File: src/rtl/core/assert_macros.svh
// assertion macros shared by the allocator rtl
`ifndef ASSERT_MACROS_SVH
`define ASSERT_MACROS_SVH

// expression holds at every clock edge out of reset
`define SCA_ASSERT_ALWAYS(lbl, expr) \
	lbl: assert property (@(posedge clk) disable iff (!arst_n) (expr)) \
	else $error("assertion failed");

// antecedent in one cycle implies consequent in the next
`define SCA_ASSERT_NEXT(lbl, ante, cons) \
	lbl: assert property (@(posedge clk) disable iff (!arst_n) (ante) |=> (cons)) \
	else $error("assertion failed");

// antecedent implies consequent in the same cycle
`define SCA_ASSERT_IMPL(lbl, ante, cons) \
	lbl: assert property (@(posedge clk) disable iff (!arst_n) (ante) |-> (cons)) \
	else $error("assertion failed");

`endif

File: src/rtl/core/sca_pkg.sv
// shared types and constants of the slab chunk allocator
`default_nettype none
package sca_pkg;
	localparam int ADDR_W = 18;
	localparam int SIZE_W = 12;
	localparam int STAT_W = 2;

	localparam int PAGE_SIZE_DEF    = 4096;
	localparam int NUM_PAGES_DEF    = 64;
	localparam int NUM_CLASSES_DEF  = 32;
	localparam int GRAIN_SHIFT_DEF  = 3;
	localparam int HEADER_BYTES_DEF = 32;

	localparam logic CMD_ALLOC = 1'b0;
	localparam logic CMD_FREE  = 1'b1;

	localparam logic [STAT_W-1:0] ST_OK       = 2'd0;
	localparam logic [STAT_W-1:0] ST_NO_PAGE  = 2'd1;
	localparam logic [STAT_W-1:0] ST_BAD_SIZE = 2'd2;

	typedef struct packed {
		logic              cmd;
		logic [SIZE_W-1:0] req_size;
		logic [ADDR_W-1:0] chunk_addr;
	} req_t;

	typedef struct packed {
		logic [ADDR_W-1:0] result_addr;
		logic [STAT_W-1:0] status;
	} rsp_t;

	typedef struct packed {
		logic busy;
		logic done;
	} div_stat_t;
endpackage
`default_nettype wire

File: src/rtl/core/sca_div.sv
// iterative restoring divider, one quotient bit per cycle
`default_nettype none
module sca_div #(
	parameter int W = sca_pkg::ADDR_W
) (
	input  wire logic         clk,
	input  wire logic         arst_n,
	input  wire logic         start,
	input  wire logic [W-1:0] dividend,
	input  wire logic [W-1:0] divisor,
	output sca_pkg::div_stat_t stat,
	output logic      [W-1:0] quot
);
	localparam int CNT_W = $clog2(W + 1);

	logic [CNT_W-1:0] cnt_q;
	logic             busy_q;
	logic             done_q;
	logic [W-1:0]     quot_q;
	logic [W-1:0]     rem_q;
	logic [W-1:0]     dvs_q;
	logic [W+1:0]     shifted;
	logic [W+1:0]     diff;

	assign shifted = {1'b0, rem_q, quot_q[W-1]};
	assign diff    = shifted - (W+2)'(dvs_q);

	always_ff @(posedge clk or negedge arst_n) begin
		if (!arst_n) begin
			busy_q <= 1'b0;
			done_q <= 1'b0;
			cnt_q  <= '0;
		end else if (start) begin
			busy_q <= 1'b1;
			done_q <= 1'b0;
			cnt_q  <= CNT_W'(W);
		end else if (busy_q) begin
			cnt_q <= cnt_q - CNT_W'(1);
			if (cnt_q == CNT_W'(1)) begin
				busy_q <= 1'b0;
				done_q <= 1'b1;
			end
		end
	end

	always_ff @(posedge clk) begin
		if (start) begin
			quot_q <= dividend;
			rem_q  <= '0;
			dvs_q  <= divisor;
		end else if (busy_q) begin
			if (!diff[W+1]) begin
				rem_q  <= diff[W-1:0];
				quot_q <= {quot_q[W-2:0], 1'b1};
			end else begin
				rem_q  <= shifted[W-1:0];
				quot_q <= {quot_q[W-2:0], 1'b0};
			end
		end
	end

	assign stat.busy = busy_q;
	assign stat.done = done_q;
	assign quot      = quot_q;
endmodule
`default_nettype wire

File: config.mk
export PLATFORM = sky130hd
export DESIGN_NAME = sca_div
export DESIGN_NICKNAME = d
export VERILOG_FILES = /design/src/rtl/core/assert_macros.svh /design/src/rtl/core/sca_pkg.sv /design/src/rtl/core/sca_div.sv
export SDC_FILE = /design/constraint.sdc
export NUM_CORES = 1
export LEC_CHECK = 0
export BUFFER_PORTS_ARGS = -buffer_cell sky130_fd_sc_hd__buf_2
export CAP_MARGIN = 5
export CORE_AREA = 8 8 121 78
export DETAILED_ROUTE_END_ITERATION = 12
export DIE_AREA = 0 0 129 86
export PLACE_DENSITY_LB_ADDON = 0.12
export SETUP_SLACK_MARGIN = 0.3
export SLEW_MARGIN = 20
export SYNTH_ARGS = -nofsm -noshare
export SYNTH_HDL_FRONTEND = slang
export SYNTH_SLANG_ARGS = --single-unit
File: constraint.sdc
create_clock -name clk -period 7.2 [get_ports clk]
set_input_delay 1.44 -clock clk [delete_from_list [all_inputs] [get_ports clk]]
set_output_delay 1.44 -clock clk [all_outputs]
set_load 0.01 [all_outputs]
# Word level (Yosys, flattened, before mapping)
# Index checks and enable logic that the tools add are counted.
# totals
reg_bits	61
out_inout_bits	20
# op_classes
add_sub_neg	2
n_eq_ne	1
mux	12
n_reduce_logical	3
# op_table
cell	count
two-way mux 18 bit	3
subtractor 19 x 18 -> 20 bit	1
two-way mux 5 bit	2
two-way mux 1 bit	7
== test 5 x 1 -> 1 bit (second input constant)	1
subtractor 5 x 1 -> 5 bit (second input constant)	1
nonzero test 2 bit	2
AND reduction 2 bit	1

# Depth between registers and ports, before layout
# logic_depth
depth_word	4
ltp_mapped	10

# Least setup slack after synthesis
# No wires, ideal clock.
# synth_path
path_kind	input -> register
from	input port start
to	register quot_q[10], in the netlist quot[10] (data pin)
path_buffers	2
t_required_ns	6.940
stages	3
slack_ns	4.501
t_arrival_ns	2.439
path_cell_list	clkbuf_1 -> buf_1 -> mux2_2
# synth_between
elab_chain_cells	1
# synth_rtl
item	line	source
start: declaration	sca_div.sv:8	input wire logic start,
two-way mux 18 bit	sca_div.sv:47	if (start) begin
end signal: assignment	sca_div.sv:48	quot_q <= dividend;
end signal: assignment	sca_div.sv:54	quot_q <= {quot_q[W-2:0], 1'b1};
end signal: assignment	sca_div.sv:57	quot_q <= {quot_q[W-2:0], 1'b0};
end: declaration	sca_div.sv:19	logic [W-1:0] quot_q;
# No other way between the ends.
# A chain may end at the register's enable or synchronous reset.

# Worst setup path in the final report
# layout_path
from	input port start
to	register quot_q[3], in the netlist quot[3], enable pin
# layout_between
elab_chain_cells	1
# layout_rtl
item
nonzero test 2 bit (no line)
# No other way between the ends.

==> out/metrics.csv <==
metric;value;unit
status;finished clean;
worstReg2RegStart;dvs_q[8]$_DFFE_PP_;
drt_iter0_markers;219;
hold_violations;0;
drv_cap;0;
coreArea;0.00766;sq mm
die_area;0.0111;sq mm
final_cell_mix;58 x buf_2, 36 x edfxtp_1, 26 x inv_1;
wirelength;8590;um
cts_tree;built;
worstMarginPinSlew;0.849;ns
max_freq;314;MHz
firstDrtPassIters;4;
insertion_delay;0.33;ns
root_buffer;clkbuf_16;
synth_area;0.00357;sq mm
initial_core_util;46.6;%
setup_slack;4.02;ns
r2r_end;quot[0]$_DFFE_PP_;
fin_crit_sh;44.2;%
fp-row-count;25;
leakage;0.00189;uW
place_ws;3.68;ns
hp-class;reg -> reg;
gp_congestion;0.831;
power-per-cell-area;360;mW/mm^2
worst-endpoint-required;7.16;ns
clock-sinks;61;
diodes;0;
num_io_pins;59;
final_layout_size_suffix_gt1_share;25.4;%
grt-ovfl-total;0;
postRouteAntennaNets;0;
worstRegToRegCells;8;
clockBufferDepth;2;
max_slew_margin;43.4;%
synth_flop_cell;edfxtp_1;
finalSetupViolCount;0;
synth_cell_types;60;
grt_max_degree;57;
synth_warnings;0;
wl_per_cell;16.6;um
critPathArrivalTime;3.14;ns
grt_util_all_layers;16.0;%
cp-start-kind;input pin;
synthArstFlopShare;11.5;%
endpoint_kind;register;
final.setup.tns;0;ns
die_height;86;um
fin_area;0.00426;sq mm
cts_resized;0;
viasPerCell;5.52;
final_common_cell;buf_2;
peakVddDrop;0.150;mV
path_clk_slew;0.05;ns
worst-r2r-setup-slack;4.11;ns
grt_pass1_wl;13900;um
place_area;0.00393;sq mm
cts_buffers;9;
port_buffers;58;
syn_inst;350;
synth_edf_count;36;
antenna_found_initial;0;
crit_type;in -> reg;
htree_levels;3;
hpwl;6050;um
fill_cells;685;
rsz0062_at_grt;no;
syn_area_per_cell;10.2;sq um
ctsHoldBuffers;0;
min_from;rem_q[7]$_SDFFE_PP0P_;
cp-endpoint;quot[3]$_DFFE_PP_;
critPathMaxFanout;56;
startpoint;start;
fin_skew;0.00503;ns
synth-seq-area-share;45.3;%
final_util;55.6;%
grt_pass1_vias;2770;
cts_setup_buffers;0;
vias;2854;
finalNetCount;464;
post-route-min-period;3.18;ns
report.final.slew_viol_count;0;
synth_seq_cells;61;
die_w;129;um
drc;0;
area_growth;19.2;%
syn_nets;410;
## where the power goes
part           switching [uW]  internal, uW  leakage, uW
logic                     326           241      0.00113
registers                48.4           442     0.000597
clock network             152           320     0.000163
total                     527          1000      0.00189
## sequential cells by signal, summed over array words and instances (netlist names)
signal and flops:
dvs_q 18, quot 18, rem_q 18, cnt_q 5, busy_q 1, done_q 1
## area by class of cell
| class | instances | area [sq um] | share of cell area [%] |
|---|---|---|---|
| Clock buffer | 12 | 256 | 6.02 |
| Multi-Input combinational cell | 245 | 1770 | 41.6 |
| Sequential cell | 61 | 1620 | 38.0 |
| Timing Repair Buffer | 61 | 313 | 7.34 |
| Tap cell | 108 | 135 | 3.17 |
| Inverter | 26 | 97.6 | 2.29 |
| Clock inverter | 4 | 70.1 | 1.65 |
## cell usage after synthesis, types with 8 or more instances
cell | n | share of area (%)
a21o_1 | 9 | 1.9
o211ai_1 | 9 | 1.9
clkbuf_1 | 8 | 0.84
a21oi_1 | 19 | 2.7
inv_1 | 26 | 2.7
xnor2_1 | 9 | 2.2
a311oi_1 | 11 | 2.7
o21ai_0 | 17 | 2.4
nand3_1 | 15 | 2.1
ha_1 | 20 | 7.0
edfxtp_1 | 36 | 30
nand2_1 | 24 | 2.5
and3_1 | 8 | 1.4
mux2_2 | 19 | 6.0
dfxtp_1 | 18 | 10
nor2_1 | 23 | 2.4
## stage by stage
step | hold slack, ns | cells | total power [uW]
finish | 0.503 | 517 | 1530
global route | 0.526 | 517 | 1620
CTS | 0.505 | 517 | 1540
detailed placement | 0.498 | 501 | 1060
global placement | 0.493 | 501 | 1040
floorplan | 0.465 | 350 | 911
## layer usage
layer	global-route usage, %	wire length [um]	up-vias
met4	7.95	108	0
met5	0	0	-
met1	22.0	4270	1351
li1	-	-	1419
met3	4.33	540	9
met2	22.2	3670	75
## critical path: stages
cell and delay, ns:
buf_2 0.07, buf_4 0.53, inv_1 0.38, nand2_1 0.66
## cell families (layout without fill, tap and decap cells)
group / after synthesis / count (layout) / synth area share [%]
xor gates and xnor gates: 12 / 12 / 2.94
buffers and inverters: 44 / 103 / 5.18
adders and majority gates: 21 / 21 / 7.57
DFF: 61 / 61 / 45.3
muxes: 20 / 20 / 6.27
AOI/OAI and AO/OA: 98 / 98 / 19.6
and+or+nand+nor: 94 / 94 / 13.1
## worst min-delay path by stage
stage                        endpoint  slack, ns  cells after the start
2_1_floorplan      done_q$_DFFE_PN0P_       0.47                      1
3_3_place_gp    rem_q[3]$_SDFFE_PP0P_       0.49                      2
3_5_place_dp    rem_q[3]$_SDFFE_PP0P_       0.50                      2
4_1_cts         rem_q[7]$_SDFFE_PP0P_       0.51                      2
5_1_grt        rem_q[12]$_SDFFE_PP0P_       0.53                      2
6_report        rem_q[7]$_SDFFE_PP0P_       0.50                      2
No activity file was read; power rests on OpenSTA's default activity.
